<file path="src/rst_pkg.sv">
package rst_pkg;

    localparam int MAX_DEPTH = 8;
    localparam int LEN_BITS  = 32;
    localparam int LVL_W     = $clog2(MAX_DEPTH + 1);
    localparam int IDX_W     = (MAX_DEPTH > 1) ? $clog2(MAX_DEPTH) : 1;

    localparam int Q_DEPTH = 4;
    localparam int Q_PTR_W = $clog2(Q_DEPTH);
    localparam int Q_CNT_W = $clog2(Q_DEPTH + 1);

    localparam logic [7:0] CH_PLUS  = 8'h2B;
    localparam logic [7:0] CH_MINUS = 8'h2D;
    localparam logic [7:0] CH_COLON = 8'h3A;
    localparam logic [7:0] CH_DOLAR = 8'h24;
    localparam logic [7:0] CH_STAR  = 8'h2A;
    localparam logic [7:0] CH_CR    = 8'h0D;
    localparam logic [7:0] CH_LF    = 8'h0A;
    localparam logic [7:0] CH_SPACE = 8'h20;
    localparam logic [7:0] CH_TAB   = 8'h09;
    localparam logic [7:0] CH_ZERO  = 8'h30;
    localparam logic [7:0] CH_NINE  = 8'h39;

    localparam logic [3:0] EV_SIMPLE  = 4'd0;
    localparam logic [3:0] EV_ERRSTR  = 4'd1;
    localparam logic [3:0] EV_BULK    = 4'd2;
    localparam logic [3:0] EV_PAYLOAD = 4'd3;
    localparam logic [3:0] EV_END     = 4'd4;
    localparam logic [3:0] EV_INT     = 4'd5;
    localparam logic [3:0] EV_NULL    = 4'd6;
    localparam logic [3:0] EV_ARRAY   = 4'd7;
    localparam logic [3:0] EV_FAULT   = 4'd8;

    localparam logic [2:0] ERR_NONE   = 3'd0;
    localparam logic [2:0] ERR_PREFIX = 3'd1;
    localparam logic [2:0] ERR_INT    = 3'd2;
    localparam logic [2:0] ERR_LEN    = 3'd3;
    localparam logic [2:0] ERR_BULK   = 3'd4;
    localparam logic [2:0] ERR_COUNT  = 3'd5;
    localparam logic [2:0] ERR_DEEP   = 3'd6;
    localparam logic [2:0] ERR_BIG    = 3'd7;

    localparam logic [2:0] LP_SIMPLE  = 3'd0;
    localparam logic [2:0] LP_ERROR   = 3'd1;
    localparam logic [2:0] LP_INT     = 3'd2;
    localparam logic [2:0] LP_BULKLEN = 3'd3;
    localparam logic [2:0] LP_COUNT   = 3'd4;

    typedef enum logic [4:0] {
        PH_PREFIX  = 5'b00001,
        PH_LINE    = 5'b00010,
        PH_BULK    = 5'b00100,
        PH_BULK_CR = 5'b01000,
        PH_BULK_LF = 5'b10000
    } phase_t;

    typedef struct packed {
        logic [3:0]  event_res;
        logic [7:0]  payload_byte;
        logic [63:0] number;
        logic [3:0]  nest_level;
        logic        message_done;
        logic [2:0]  error_code;
        logic        last;
    } result_t;

    typedef struct packed {
        logic [1:0] count;
        result_t    r0;
        result_t    r1;
    } push_t;

endpackage

</file>
<file path="src/resp_stream_tokenizer.sv">
// Channel   Direction  Handshake              Payload
// in        to block   in_valid / in_stall    action, stream_byte
// out       from block out_valid / out_stall  event_res, payload_byte, number,
//                                             nest_level, message_done, error_code, last
//
// One word is taken per cycle while in_stall is low; its state update and events are
// formed in the cycle it is accepted and land in a four-entry result queue.
// A word yields zero, one or two events; sustained rate is one word per cycle
// while the queue drains at least as fast as words add events.
// in_stall rises while fewer than two queue entries are free (a stall on out).
// Reset (async, rst_n low) empties the queue and returns the parser to
// waiting for a type prefix; a clear word does the same for the parser alone.
module resp_stream_tokenizer (
    input  logic               clk,
    input  logic               rst_n,
    input  logic               in_valid,
    output logic               in_stall,
    input  logic               action,
    input  logic [7:0]         stream_byte,
    output logic               out_valid,
    input  logic               out_stall,
    output logic [3:0]         event_res,
    output logic [7:0]         payload_byte,
    output logic signed [63:0] number,
    output logic [3:0]         nest_level,
    output logic               message_done,
    output logic [2:0]         error_code,
    output logic               last
);

    rst_pkg::push_t   push;
    rst_pkg::result_t head;
    logic             room;
    logic             go;

    // Accept a word only with room for its worst-case two events.
    assign in_stall = !room;
    assign go       = in_valid && room;

    rst_core u_core (
        .clk         (clk),
        .rst_n       (rst_n),
        .go          (go),
        .action      (action),
        .stream_byte (stream_byte),
        .push        (push)
    );

    rst_queue u_queue (
        .clk        (clk),
        .rst_n      (rst_n),
        .push       (push),
        .pop        (out_valid && !out_stall),
        .room       (room),
        .head_valid (out_valid),
        .head       (head)
    );

    assign event_res    = head.event_res;
    assign payload_byte = head.payload_byte;
    assign number       = $signed(head.number);
    assign nest_level   = head.nest_level;
    assign message_done = head.message_done;
    assign error_code   = head.error_code;
    assign last         = head.last;

endmodule

</file>
<file path="src/rst_core.sv">
module rst_core (
    input  logic                clk,
    input  logic                rst_n,
    input  logic                go,
    input  logic                action,
    input  logic [7:0]          stream_byte,
    output rst_pkg::push_t      push
);

    typedef struct packed {
        logic [63:0] accum;
        logic        neg;
        logic        digit;
        logic        past;
        logic        inval;
    } int_st_t;

    localparam int LW = rst_pkg::LEN_BITS;
    localparam int DW = rst_pkg::LVL_W;
    localparam int IW = rst_pkg::IDX_W;
    localparam int MD = rst_pkg::MAX_DEPTH;

    rst_pkg::phase_t phase_reg, phase_next;
    logic [2:0]      purpose_reg, purpose_next;
    logic            held_reg, held_next;
    int_st_t         ist_reg, ist_next, ist_cr;
    logic [LW-1:0]   bulk_reg, bulk_next;
    logic [DW-1:0]   level_reg, level_next;
    logic            halted_reg, halted_next;

    logic [LW-1:0]   stack_reg [MD];
    logic [MD-1:0]   one_reg;
    logic            stk_we;
    logic [IW-1:0]   stk_idx;
    logic [LW-1:0]   stk_wdata;
    logic            one_wdata;

    logic            fv_found;
    logic [IW-1:0]   fv_idx;
    logic [DW-1:0]   fv_level;
    logic [LW-1:0]   fv_val;
    logic            is_str;
    logic            too_big;
    logic [63:0]     int_val;

    function automatic logic is_space(logic [7:0] c);
        return (c == rst_pkg::CH_SPACE) || (c >= rst_pkg::CH_TAB && c <= rst_pkg::CH_CR);
    endfunction

    function automatic int_st_t int_char(int_st_t s, logic [7:0] c);
        int_st_t     r;
        logic [67:0] prod;
        logic [67:0] lim;
        r    = s;
        prod = {1'b0, s.accum, 3'b000} + {3'b000, s.accum, 1'b0}
             + {60'd0, c - rst_pkg::CH_ZERO};
        lim  = {5'd0, 63'h7FFF_FFFF_FFFF_FFFF} + {67'd0, s.neg};
        if (!s.inval) begin
            if (s.past || !is_space(c)) begin
                r.past = 1'b1;
                if (!s.past && (c == rst_pkg::CH_PLUS || c == rst_pkg::CH_MINUS)) begin
                    r.neg = (c == rst_pkg::CH_MINUS);
                end
                else if (c >= rst_pkg::CH_ZERO && c <= rst_pkg::CH_NINE) begin
                    if (prod > lim) begin
                        r.inval = 1'b1;
                    end
                    else begin
                        r.accum = prod[63:0];
                        r.digit = 1'b1;
                    end
                end
                else begin
                    r.inval = 1'b1;
                end
            end
        end
        return r;
    endfunction

    function automatic rst_pkg::result_t mk(logic [3:0] ev, logic [7:0] pb, logic [63:0] num,
                                            logic [DW-1:0] lvl, logic done, logic [2:0] err);
        rst_pkg::result_t r;
        r.event_res    = ev;
        r.payload_byte = pb;
        r.number       = num;
        r.nest_level   = 4'(lvl);
        r.message_done = done;
        r.error_code   = err;
        r.last         = 1'b0;
        return r;
    endfunction

    // Pop finished arrays: the highest level below the top whose count is not one stays.
    always_comb
    begin
        fv_found = 1'b0;
        fv_idx   = '0;
        for (int k = 0; k < MD; k++)
        begin
            if (DW'(k) < level_reg && !one_reg[k])
            begin
                fv_found = 1'b1;
                fv_idx   = IW'(k);
            end
        end
        fv_level = fv_found ? DW'(fv_idx) + DW'(1) : '0;
        fv_val   = stack_reg[fv_idx];
    end

    assign is_str  = (purpose_reg == rst_pkg::LP_SIMPLE) || (purpose_reg == rst_pkg::LP_ERROR);
    assign too_big = (ist_reg.accum >> LW) != 64'd0;
    assign int_val = ist_reg.neg ? (64'd0 - ist_reg.accum) : ist_reg.accum;

    always_comb
    begin
        ist_cr = ist_reg;
        if (!ist_reg.inval && ist_reg.past)
        begin
            ist_cr.inval = 1'b1;
        end
    end

    always_comb
    begin
        phase_next   = phase_reg;
        purpose_next = purpose_reg;
        held_next    = held_reg;
        ist_next     = ist_reg;
        bulk_next    = bulk_reg;
        level_next   = level_reg;
        halted_next  = halted_reg;
        stk_we       = 1'b0;
        stk_idx      = fv_idx;
        stk_wdata    = fv_val - LW'(1);
        one_wdata    = (fv_val == LW'(2));
        push.count   = 2'd0;
        push.r0      = mk(rst_pkg::EV_SIMPLE, 8'd0, 64'd0, level_reg, 1'b0, rst_pkg::ERR_NONE);
        push.r1      = push.r0;

        if (go)
        begin
            if (action)
            begin
                phase_next   = rst_pkg::PH_PREFIX;
                purpose_next = rst_pkg::LP_SIMPLE;
                held_next    = 1'b0;
                ist_next     = '0;
                bulk_next    = '0;
                level_next   = '0;
                halted_next  = 1'b0;
            end
            else if (!halted_reg)
            begin
                case (phase_reg)
                    rst_pkg::PH_PREFIX:
                    begin
                        phase_next = rst_pkg::PH_LINE;
                        held_next  = 1'b0;
                        ist_next   = '0;
                        case (stream_byte)
                            rst_pkg::CH_PLUS:
                            begin
                                purpose_next = rst_pkg::LP_SIMPLE;
                                push.count   = 2'd1;
                            end
                            rst_pkg::CH_MINUS:
                            begin
                                purpose_next = rst_pkg::LP_ERROR;
                                push.count   = 2'd1;
                                push.r0.event_res = rst_pkg::EV_ERRSTR;
                            end
                            rst_pkg::CH_COLON: purpose_next = rst_pkg::LP_INT;
                            rst_pkg::CH_DOLAR: purpose_next = rst_pkg::LP_BULKLEN;
                            rst_pkg::CH_STAR:  purpose_next = rst_pkg::LP_COUNT;
                            default:
                            begin
                                phase_next  = phase_reg;
                                held_next   = held_reg;
                                ist_next    = ist_reg;
                                halted_next = 1'b1;
                                push.count  = 2'd1;
                                push.r0     = mk(rst_pkg::EV_FAULT, 8'd0, 64'd0, level_reg,
                                                 1'b0, rst_pkg::ERR_PREFIX);
                            end
                        endcase
                    end
                    rst_pkg::PH_LINE:
                    begin
                        if (held_reg && stream_byte == rst_pkg::CH_LF)
                        begin
                            held_next  = 1'b0;
                            phase_next = rst_pkg::PH_PREFIX;
                            push.count = 2'd1;
                            if (is_str)
                            begin
                                level_next = fv_level;
                                stk_we     = fv_found;
                                push.r0    = mk(rst_pkg::EV_END, 8'd0, 64'd0, level_reg,
                                                !fv_found, rst_pkg::ERR_NONE);
                            end
                            else if (ist_reg.inval || !ist_reg.digit)
                            begin
                                halted_next = 1'b1;
                                push.r0 = mk(rst_pkg::EV_FAULT, 8'd0, 64'd0, level_reg,
                                             1'b0, rst_pkg::ERR_INT);
                            end
                            else if (purpose_reg == rst_pkg::LP_BULKLEN)
                            begin
                                if (ist_reg.neg && ist_reg.accum == 64'd1)
                                begin
                                    level_next = fv_level;
                                    stk_we     = fv_found;
                                    push.r0    = mk(rst_pkg::EV_NULL, 8'd0, 64'd0, level_reg,
                                                    !fv_found, rst_pkg::ERR_NONE);
                                end
                                else if (ist_reg.neg && ist_reg.accum > 64'd1)
                                begin
                                    halted_next = 1'b1;
                                    push.r0 = mk(rst_pkg::EV_FAULT, 8'd0, 64'd0, level_reg,
                                                 1'b0, rst_pkg::ERR_LEN);
                                end
                                else if (too_big)
                                begin
                                    halted_next = 1'b1;
                                    push.r0 = mk(rst_pkg::EV_FAULT, 8'd0, 64'd0, level_reg,
                                                 1'b0, rst_pkg::ERR_BIG);
                                end
                                else
                                begin
                                    bulk_next  = ist_reg.accum[LW-1:0];
                                    phase_next = (ist_reg.accum == 64'd0) ?
                                                 rst_pkg::PH_BULK_CR : rst_pkg::PH_BULK;
                                    push.r0 = mk(rst_pkg::EV_BULK, 8'd0, ist_reg.accum,
                                                 level_reg, 1'b0, rst_pkg::ERR_NONE);
                                end
                            end
                            else if (purpose_reg == rst_pkg::LP_COUNT)
                            begin
                                if (ist_reg.neg && ist_reg.accum != 64'd0)
                                begin
                                    halted_next = 1'b1;
                                    push.r0 = mk(rst_pkg::EV_FAULT, 8'd0, 64'd0, level_reg,
                                                 1'b0, rst_pkg::ERR_COUNT);
                                end
                                else if (too_big)
                                begin
                                    halted_next = 1'b1;
                                    push.r0 = mk(rst_pkg::EV_FAULT, 8'd0, 64'd0, level_reg,
                                                 1'b0, rst_pkg::ERR_BIG);
                                end
                                else if (ist_reg.accum == 64'd0)
                                begin
                                    level_next = fv_level;
                                    stk_we     = fv_found;
                                    push.r0    = mk(rst_pkg::EV_ARRAY, 8'd0, 64'd0, level_reg,
                                                    !fv_found, rst_pkg::ERR_NONE);
                                end
                                else if (level_reg >= DW'(MD))
                                begin
                                    halted_next = 1'b1;
                                    push.r0 = mk(rst_pkg::EV_FAULT, 8'd0, 64'd0, level_reg,
                                                 1'b0, rst_pkg::ERR_DEEP);
                                end
                                else
                                begin
                                    stk_we     = 1'b1;
                                    stk_idx    = level_reg[IW-1:0];
                                    stk_wdata  = ist_reg.accum[LW-1:0];
                                    one_wdata  = (ist_reg.accum == 64'd1);
                                    level_next = level_reg + DW'(1);
                                    push.r0    = mk(rst_pkg::EV_ARRAY, 8'd0, ist_reg.accum,
                                                    level_reg, 1'b0, rst_pkg::ERR_NONE);
                                end
                            end
                            else
                            begin
                                level_next = fv_level;
                                stk_we     = fv_found;
                                push.r0    = mk(rst_pkg::EV_INT, 8'd0, int_val, level_reg,
                                                !fv_found, rst_pkg::ERR_NONE);
                            end
                        end
                        else if (held_reg)
                        begin
                            // Held CR was line content; the new byte follows it.
                            push.r0 = mk(rst_pkg::EV_PAYLOAD, rst_pkg::CH_CR, 64'd0, level_reg,
                                         1'b0, rst_pkg::ERR_NONE);
                            push.r1 = mk(rst_pkg::EV_PAYLOAD, stream_byte, 64'd0, level_reg,
                                         1'b0, rst_pkg::ERR_NONE);
                            if (stream_byte == rst_pkg::CH_CR)
                            begin
                                push.count = is_str ? 2'd1 : 2'd0;
                                ist_next   = is_str ? ist_reg : ist_cr;
                            end
                            else
                            begin
                                held_next  = 1'b0;
                                push.count = is_str ? 2'd2 : 2'd0;
                                ist_next   = is_str ? ist_reg : int_char(ist_cr, stream_byte);
                            end
                        end
                        else if (stream_byte == rst_pkg::CH_CR)
                        begin
                            held_next = 1'b1;
                        end
                        else if (is_str)
                        begin
                            push.count = 2'd1;
                            push.r0 = mk(rst_pkg::EV_PAYLOAD, stream_byte, 64'd0, level_reg,
                                         1'b0, rst_pkg::ERR_NONE);
                        end
                        else
                        begin
                            ist_next = int_char(ist_reg, stream_byte);
                        end
                    end
                    rst_pkg::PH_BULK:
                    begin
                        push.count = 2'd1;
                        push.r0 = mk(rst_pkg::EV_PAYLOAD, stream_byte, 64'd0, level_reg,
                                     1'b0, rst_pkg::ERR_NONE);
                        bulk_next = (bulk_reg == '0) ? '0 : bulk_reg - LW'(1);
                        if (bulk_reg <= LW'(1))
                        begin
                            phase_next = rst_pkg::PH_BULK_CR;
                        end
                    end
                    rst_pkg::PH_BULK_CR:
                    begin
                        if (stream_byte != rst_pkg::CH_CR)
                        begin
                            halted_next = 1'b1;
                            push.count  = 2'd1;
                            push.r0 = mk(rst_pkg::EV_FAULT, 8'd0, 64'd0, level_reg,
                                         1'b0, rst_pkg::ERR_BULK);
                        end
                        else
                        begin
                            phase_next = rst_pkg::PH_BULK_LF;
                        end
                    end
                    rst_pkg::PH_BULK_LF:
                    begin
                        push.count = 2'd1;
                        if (stream_byte != rst_pkg::CH_LF)
                        begin
                            halted_next = 1'b1;
                            push.r0 = mk(rst_pkg::EV_FAULT, 8'd0, 64'd0, level_reg,
                                         1'b0, rst_pkg::ERR_BULK);
                        end
                        else
                        begin
                            phase_next = rst_pkg::PH_PREFIX;
                            level_next = fv_level;
                            stk_we     = fv_found;
                            push.r0    = mk(rst_pkg::EV_END, 8'd0, 64'd0, level_reg,
                                            !fv_found, rst_pkg::ERR_NONE);
                        end
                    end
                    default:
                    begin
                        phase_next = rst_pkg::PH_PREFIX;
                    end
                endcase
            end
        end

        if (push.count == 2'd1)
        begin
            push.r0.last = 1'b1;
        end
        else if (push.count == 2'd2)
        begin
            push.r1.last = 1'b1;
        end
    end

    always_ff @(posedge clk or negedge rst_n)
    begin
        if (!rst_n)
        begin
            phase_reg   <= rst_pkg::PH_PREFIX;
            purpose_reg <= rst_pkg::LP_SIMPLE;
            held_reg    <= 1'b0;
            ist_reg     <= '0;
            bulk_reg    <= '0;
            level_reg   <= '0;
            halted_reg  <= 1'b0;
        end
        else
        begin
            phase_reg   <= phase_next;
            purpose_reg <= purpose_next;
            held_reg    <= held_next;
            ist_reg     <= ist_next;
            bulk_reg    <= bulk_next;
            level_reg   <= level_next;
            halted_reg  <= halted_next;
        end
    end

    always_ff @(posedge clk)
    begin
        if (stk_we)
        begin
            stack_reg[stk_idx] <= stk_wdata;
            one_reg[stk_idx]   <= one_wdata;
        end
    end

endmodule

</file>
<file path="src/rst_queue.sv">
module rst_queue (
    input  logic               clk,
    input  logic               rst_n,
    input  rst_pkg::push_t     push,
    input  logic               pop,
    output logic               room,
    output logic               head_valid,
    output rst_pkg::result_t   head
);

    localparam int PW = rst_pkg::Q_PTR_W;
    localparam int CW = rst_pkg::Q_CNT_W;

    rst_pkg::result_t mem_reg [rst_pkg::Q_DEPTH];
    logic [PW-1:0]    wr_reg, wr_next;
    logic [PW-1:0]    rd_reg, rd_next;
    logic [CW-1:0]    cnt_reg, cnt_next;

    assign room       = cnt_reg <= CW'(rst_pkg::Q_DEPTH - 2);
    assign head_valid = cnt_reg != '0;
    assign head       = mem_reg[rd_reg];

    always_comb
    begin
        wr_next  = wr_reg + PW'(push.count);
        rd_next  = rd_reg + PW'(pop);
        cnt_next = cnt_reg + CW'(push.count) - CW'(pop);
    end

    always_ff @(posedge clk or negedge rst_n)
    begin
        if (!rst_n)
        begin
            wr_reg  <= '0;
            rd_reg  <= '0;
            cnt_reg <= '0;
        end
        else
        begin
            wr_reg  <= wr_next;
            rd_reg  <= rd_next;
            cnt_reg <= cnt_next;
        end
    end

    always_ff @(posedge clk)
    begin
        if (push.count != 2'd0)
        begin
            mem_reg[wr_reg] <= push.r0;
        end
        if (push.count == 2'd2)
        begin
            mem_reg[wr_reg + PW'(1)] <= push.r1;
        end
    end

endmodule
</file>
<file path="config.mk">
export PLATFORM = sky130hd
export DESIGN_NAME = resp_stream_tokenizer
export DESIGN_NICKNAME = d
export VERILOG_FILES = /design/src/rst_pkg.sv /design/src/resp_stream_tokenizer.sv /design/src/rst_core.sv /design/src/rst_queue.sv
export SDC_FILE = /design/constraint.sdc
export NUM_CORES = 2
export LEC_CHECK = 0
export ABC_CLOCK_PERIOD_IN_PS = 16600
export BUFFER_PORTS_ARGS = -buffer_cell sky130_fd_sc_hd__buf_2
export CELL_PAD_IN_SITES_DETAIL_PLACEMENT = 1
export CELL_PAD_IN_SITES_GLOBAL_PLACEMENT = 2
export CORE_MARGIN = 4
export CORE_UTILIZATION = 30
export DETAILED_ROUTE_END_ITERATION = 8
export PLACE_DENSITY_LB_ADDON = 0.2
export SYNTH_ARGS = -nofsm -noshare
export SYNTH_HDL_FRONTEND = slang
export SYNTH_SLANG_ARGS = --single-unit
</file>
<file path="constraint.sdc">
create_clock -name clk -period 16.6 [get_ports clk]
set_input_delay 0.83 -clock clk [delete_from_list [all_inputs] [get_ports clk]]
set_output_delay 0.83 -clock clk [all_outputs]
set_load 0.01 [all_outputs]
</file>
==> flow_metrics.env <==
export IMPL_status="complete, no violations"
export IMPL_multiInputGateArea_sq_um=19950
export IMPL_boundaryPins=100
export IMPL_layout_nets=4256
export IMPL_clock_power_share=0.437
export IMPL_route_antenna_remaining_nets=0
export IMPL_timing_critical_path_to_type="register"
export IMPL_fin_crit_ns=8.455
export IMPL_yosysSeqAreaShare=0.4656
export IMPL_cts_path_max_buffers=3
export IMPL_worstPathRequired_ns=17.21
export IMPL_timing_final_crit_share=0.5093
export IMPL_area_of_the_core_sq_um=130000
export IMPL_ys_flop_type="sky130_fd_sc_hd__edfxtp_1"
export IMPL_grt_pass1_vias=33290
export IMPL_cts_root_buffer_cell="sky130_fd_sc_hd__clkbuf_16"
export IMPL_postLayoutCellArea_sq_um=44610
export IMPL_hold_path_class="primary input to async pin"
export IMPL_setup_tns_final_ns=0
export IMPL_die_w_um=370.6
export IMPL_cts_made_buffers=87
export IMPL_initial_core_util=0.3035
export IMPL_synthToLayoutAreaGrowth_pct=13.09
export IMPL_synthesis_area_per_instance_sq_um=9.747
export IMPL_grt_util_met2=0.3355
export IMPL_antenna_violations_before_repair=7
export IMPL_path_common_cell="sky130_fd_sc_hd__a21oi_1"
export IMPL_grt_setup_unrepaired="false"
export IMPL_std_cell_rows=132
export IMPL_synth_net_count=4272
export IMPL_maxCapViolCount=0
export IMPL_largest_register_ffs=340
export IMPL_drv_slew=0
export IMPL_path_clk_slew_ns=0.06
export IMPL_max_clock_freq_ghz=0.1183
export IMPL_cts_resized=0
export IMPL_timing_max_slew_rel_slack=0.2147
export IMPL_dpl_cell_area_sq_um=41850
export IMPL_port_buffers=99
export IMPL_routed_via_count=32830
export IMPL_comb_pwr_share=0.109
export IMPL_setup_viol=0
export IMPL_cp_start_kind="primary input"
export IMPL_swShare=0.2708
export IMPL_grt_remaining_overflow=0
export IMPL_power_sequential_fraction=0.454
export IMPL_drive_above_1_share=0.1147
export IMPL_static_leakage_power_nw=17.86
export IMPL_gr_usage_met1=0.3116
export IMPL_initialDrtViolationCount=2344
export IMPL_switchingPower_w=0.001165
export IMPL_layout_common_cells="533 x sky130_fd_sc_hd__o21ai_0, 356 x sky130_fd_sc_hd__nand3_1, 341 x sky130_fd_sc_hd__nand2_1"
export IMPL_timing_critical_path_slowest_cell_delay_ns=0.64
export IMPL_ys_types=91
export IMPL_die_area_sq_um=137300
export IMPL_critPathKind="primary input to register"
export IMPL_power_internal_w=0.003138
export IMPL_number_of_post_cts_setup_repair_buffers=0
export IMPL_grt_util_all_layers=0.2144
export IMPL_synth_yosys_warnings=0
export IMPL_dp_hpwl_mm=102.1
export IMPL_synth_seq_cells=725
export IMPL_final_hold_viol_count=0
export IMPL_numClockSinks=725
export IMPL_die_height_um=370.6
export IMPL_clock_tree_htree_level_count=3
export IMPL_regArea_sq_um=18380
export IMPL_postRouteWirelength_mm=149.5
export IMPL_postSynth_asyncResetShare=0.1669
export IMPL_n_fill_cell=14620
export IMPL_synth_cell_area_sq_um=39450
export IMPL_grt_most_used_layer="met2"
export IMPL_power_density_nw_per_um2=96.46
export IMPL_synth_edf_count=324
export IMPL_detail_route_first_pass_iterations=5
export IMPL_clock_tree_from_tritoncts="yes"
export IMPL_crit_slowest_cell="sky130_fd_sc_hd__a21oi_1"
export IMPL_largest_net_degree_at_the_start_of_global_routing=91
export IMPL_commonest_non_fill_non_tap_cell_in_the_layout="sky130_fd_sc_hd__o21ai_0"
export IMPL_worst_clock_skew_ns=0.04277
export IMPL_synthesis_instances=4047
export IMPL_post_drt_wl_per_cell_um=25.60
export IMPL_post_drt_via_cell_ratio=5.620
export IMPL_holdBufCountCts=0
export IMPL_cp_max_fo=41
export IMPL_clock_latency_reported_for_the_late_side_of_the_worst_skew_pair_ns=0.70
export IMPL_grt_first_pass_wirelength_mm=223.6
export IMPL_tightest_slew_ns=1.166
export IMPL_drcViolationCount=0
export IMPL_vdd_ir_drop_worst_mv=0.06383
export IMPL_grt_use_met3=0.02936
export IMPL_worstPathArrival_ns=9.06
export IMPL_gp_routability_congestion=0.8096
[cell type report]
class,instances,share of cell area
multi-input combinational,2972,0.4472
sequential,725,0.4119
clock buffer,118,0.05506
tap,1742,0.04886
timing repair buffer,176,0.02420
clock inverter,37,0.006816
inverter,69,0.005806
antenna,2,0.0001122
[final timing paths]
kind | to | cells past startpoint | slack (ns) | from
max in group asynchronous | u_queue.rd_reg[1] | 2 | 14.95 | rst_n
min in group clk | u_queue.mem_reg[1][9] | 2 | 0.47 | u_queue.mem_reg[1][9]
setup reg to reg | u_core.ist_cr[66] | 27 | 8.16 | u_core.ist_cr[7]
hold reg to reg | u_queue.mem_reg[1][9] | 2 | 0.47 | u_queue.mem_reg[1][9]
setup / recovery | u_core.ist_cr[66] | 29 | 8.15 | stream_byte[4]
hold / removal | u_core.ist_cr[63] | 1 | 0.18 | rst_n
[stage by stage]
stage            util  power (W)  hold slack (ns)  setup slack (ns)  instances
2_1_floorplan       -   0.002288           0.4381             9.786       4047
3_3_place_gp   0.3219   0.002468           0.4477             7.640       5684
3_5_place_dp   0.3219   0.002471           0.4607             7.473       5684
4_1_cts        0.3432   0.004364           0.1355             8.075       5839
5_1_grt        0.3432   0.004479           0.1854             7.573       5839
6_report       0.3432   0.004303           0.1761             8.145       5841
[routing by layer]
metal,routed length (um),vias up
met5,41,-
met4,3265,6
met3,6830,162
met2,66570,650
met1,72830,16790
li1,-,15220
[critical path, delay by kind of cell]
family,cells,cell delay (ns)
mux,1,0.19
compound gates,11,3.14
xor+xnor,2,0.36
fa+ha+maj,4,1.46
buf+inv,3,0.80
simple gates,8,2.25
[cell families after synthesis]
group / Yosys count / synth area share
adders and majority gates: 212 / 0.06858
AOI/OAI and AO/OA: 1223 / 0.1888
and+or+nand+nor: 1315 / 0.1627
DFF: 725 / 0.4656
xor gates and xnor gates: 111 / 0.02465
muxes: 111 / 0.05545
buffers and inverters: 350 / 0.03429
[cell usage after synthesis (12+ instances only)]
| library cell | n | share of area |
|---|---|---|
| sky130_fd_sc_hd__o21ai_0 | 533 | 0.068 |
| sky130_fd_sc_hd__nand3_1 | 362 | 0.046 |
| sky130_fd_sc_hd__nand2_1 | 346 | 0.033 |
| sky130_fd_sc_hd__edfxtp_1 | 324 | 0.25 |
| sky130_fd_sc_hd__dfxtp_1 | 280 | 0.14 |
| sky130_fd_sc_hd__clkbuf_1 | 239 | 0.023 |
| sky130_fd_sc_hd__a21oi_1 | 230 | 0.029 |
| sky130_fd_sc_hd__nor2_1 | 220 | 0.021 |
| sky130_fd_sc_hd__ha_1 | 205 | 0.065 |
| sky130_fd_sc_hd__dfrtp_1 | 120 | 0.076 |
| sky130_fd_sc_hd__mux4_2 | 85 | 0.049 |
| sky130_fd_sc_hd__nor3_1 | 80 | 0.010 |
| sky130_fd_sc_hd__a22o_1 | 70 | 0.016 |
| sky130_fd_sc_hd__xnor2_1 | 68 | 0.015 |
| sky130_fd_sc_hd__inv_1 | 64 | 0.0061 |
| sky130_fd_sc_hd__o31ai_1 | 49 | 0.0093 |
| sky130_fd_sc_hd__xor2_1 | 43 | 0.0095 |
| sky130_fd_sc_hd__nand4_1 | 42 | 0.0067 |
| sky130_fd_sc_hd__a21o_1 | 40 | 0.0076 |
| sky130_fd_sc_hd__and2_1 | 39 | 0.0062 |
| sky130_fd_sc_hd__and3_1 | 36 | 0.0057 |
| sky130_fd_sc_hd__nor2b_1 | 36 | 0.0057 |
| sky130_fd_sc_hd__nor4_1 | 34 | 0.0054 |
| sky130_fd_sc_hd__a31oi_1 | 32 | 0.0051 |
| sky130_fd_sc_hd__nand2b_1 | 29 | 0.0046 |
| sky130_fd_sc_hd__o21ai_1 | 28 | 0.0036 |
| sky130_fd_sc_hd__or3_1 | 28 | 0.0044 |
| sky130_fd_sc_hd__o22ai_1 | 23 | 0.0036 |
| sky130_fd_sc_hd__o211ai_1 | 21 | 0.0040 |
| sky130_fd_sc_hd__buf_1 | 20 | 0.0019 |
| sky130_fd_sc_hd__buf_2 | 19 | 0.0024 |
| sky130_fd_sc_hd__or4_1 | 19 | 0.0036 |
| sky130_fd_sc_hd__a211oi_1 | 18 | 0.0034 |
| sky130_fd_sc_hd__a22oi_1 | 18 | 0.0034 |
| sky130_fd_sc_hd__mux2i_1 | 16 | 0.0041 |
| sky130_fd_sc_hd__a311oi_1 | 14 | 0.0031 |
| sky130_fd_sc_hd__a32oi_1 | 13 | 0.0029 |
| sky130_fd_sc_hd__o2111ai_1 | 13 | 0.0029 |
| sky130_fd_sc_hd__a2111oi_0 | 12 | 0.0027 |
| sky130_fd_sc_hd__a211o_1 | 12 | 0.0027 |
| sky130_fd_sc_hd__o21bai_1 | 12 | 0.0023 |
[power groups by stage]
| stage | Clock, W | Combinational (W) | Sequential [W] |
|---|---|---|---|
| 6_report | 0.00188 | 0.000471 | 0.00195 |
| 5_1_grt | 0.00200 | 0.000514 | 0.00196 |
| 4_1_cts | 0.00193 | 0.000480 | 0.00196 |
| 3_5_place_dp | 0 | 0.000479 | 0.00199 |
| 3_3_place_gp | 0 | 0.000475 | 0.00199 |
| 2_1_floorplan | 0 | 0.000364 | 0.00192 |
No activity file was read; power rests on OpenSTA's default activity.
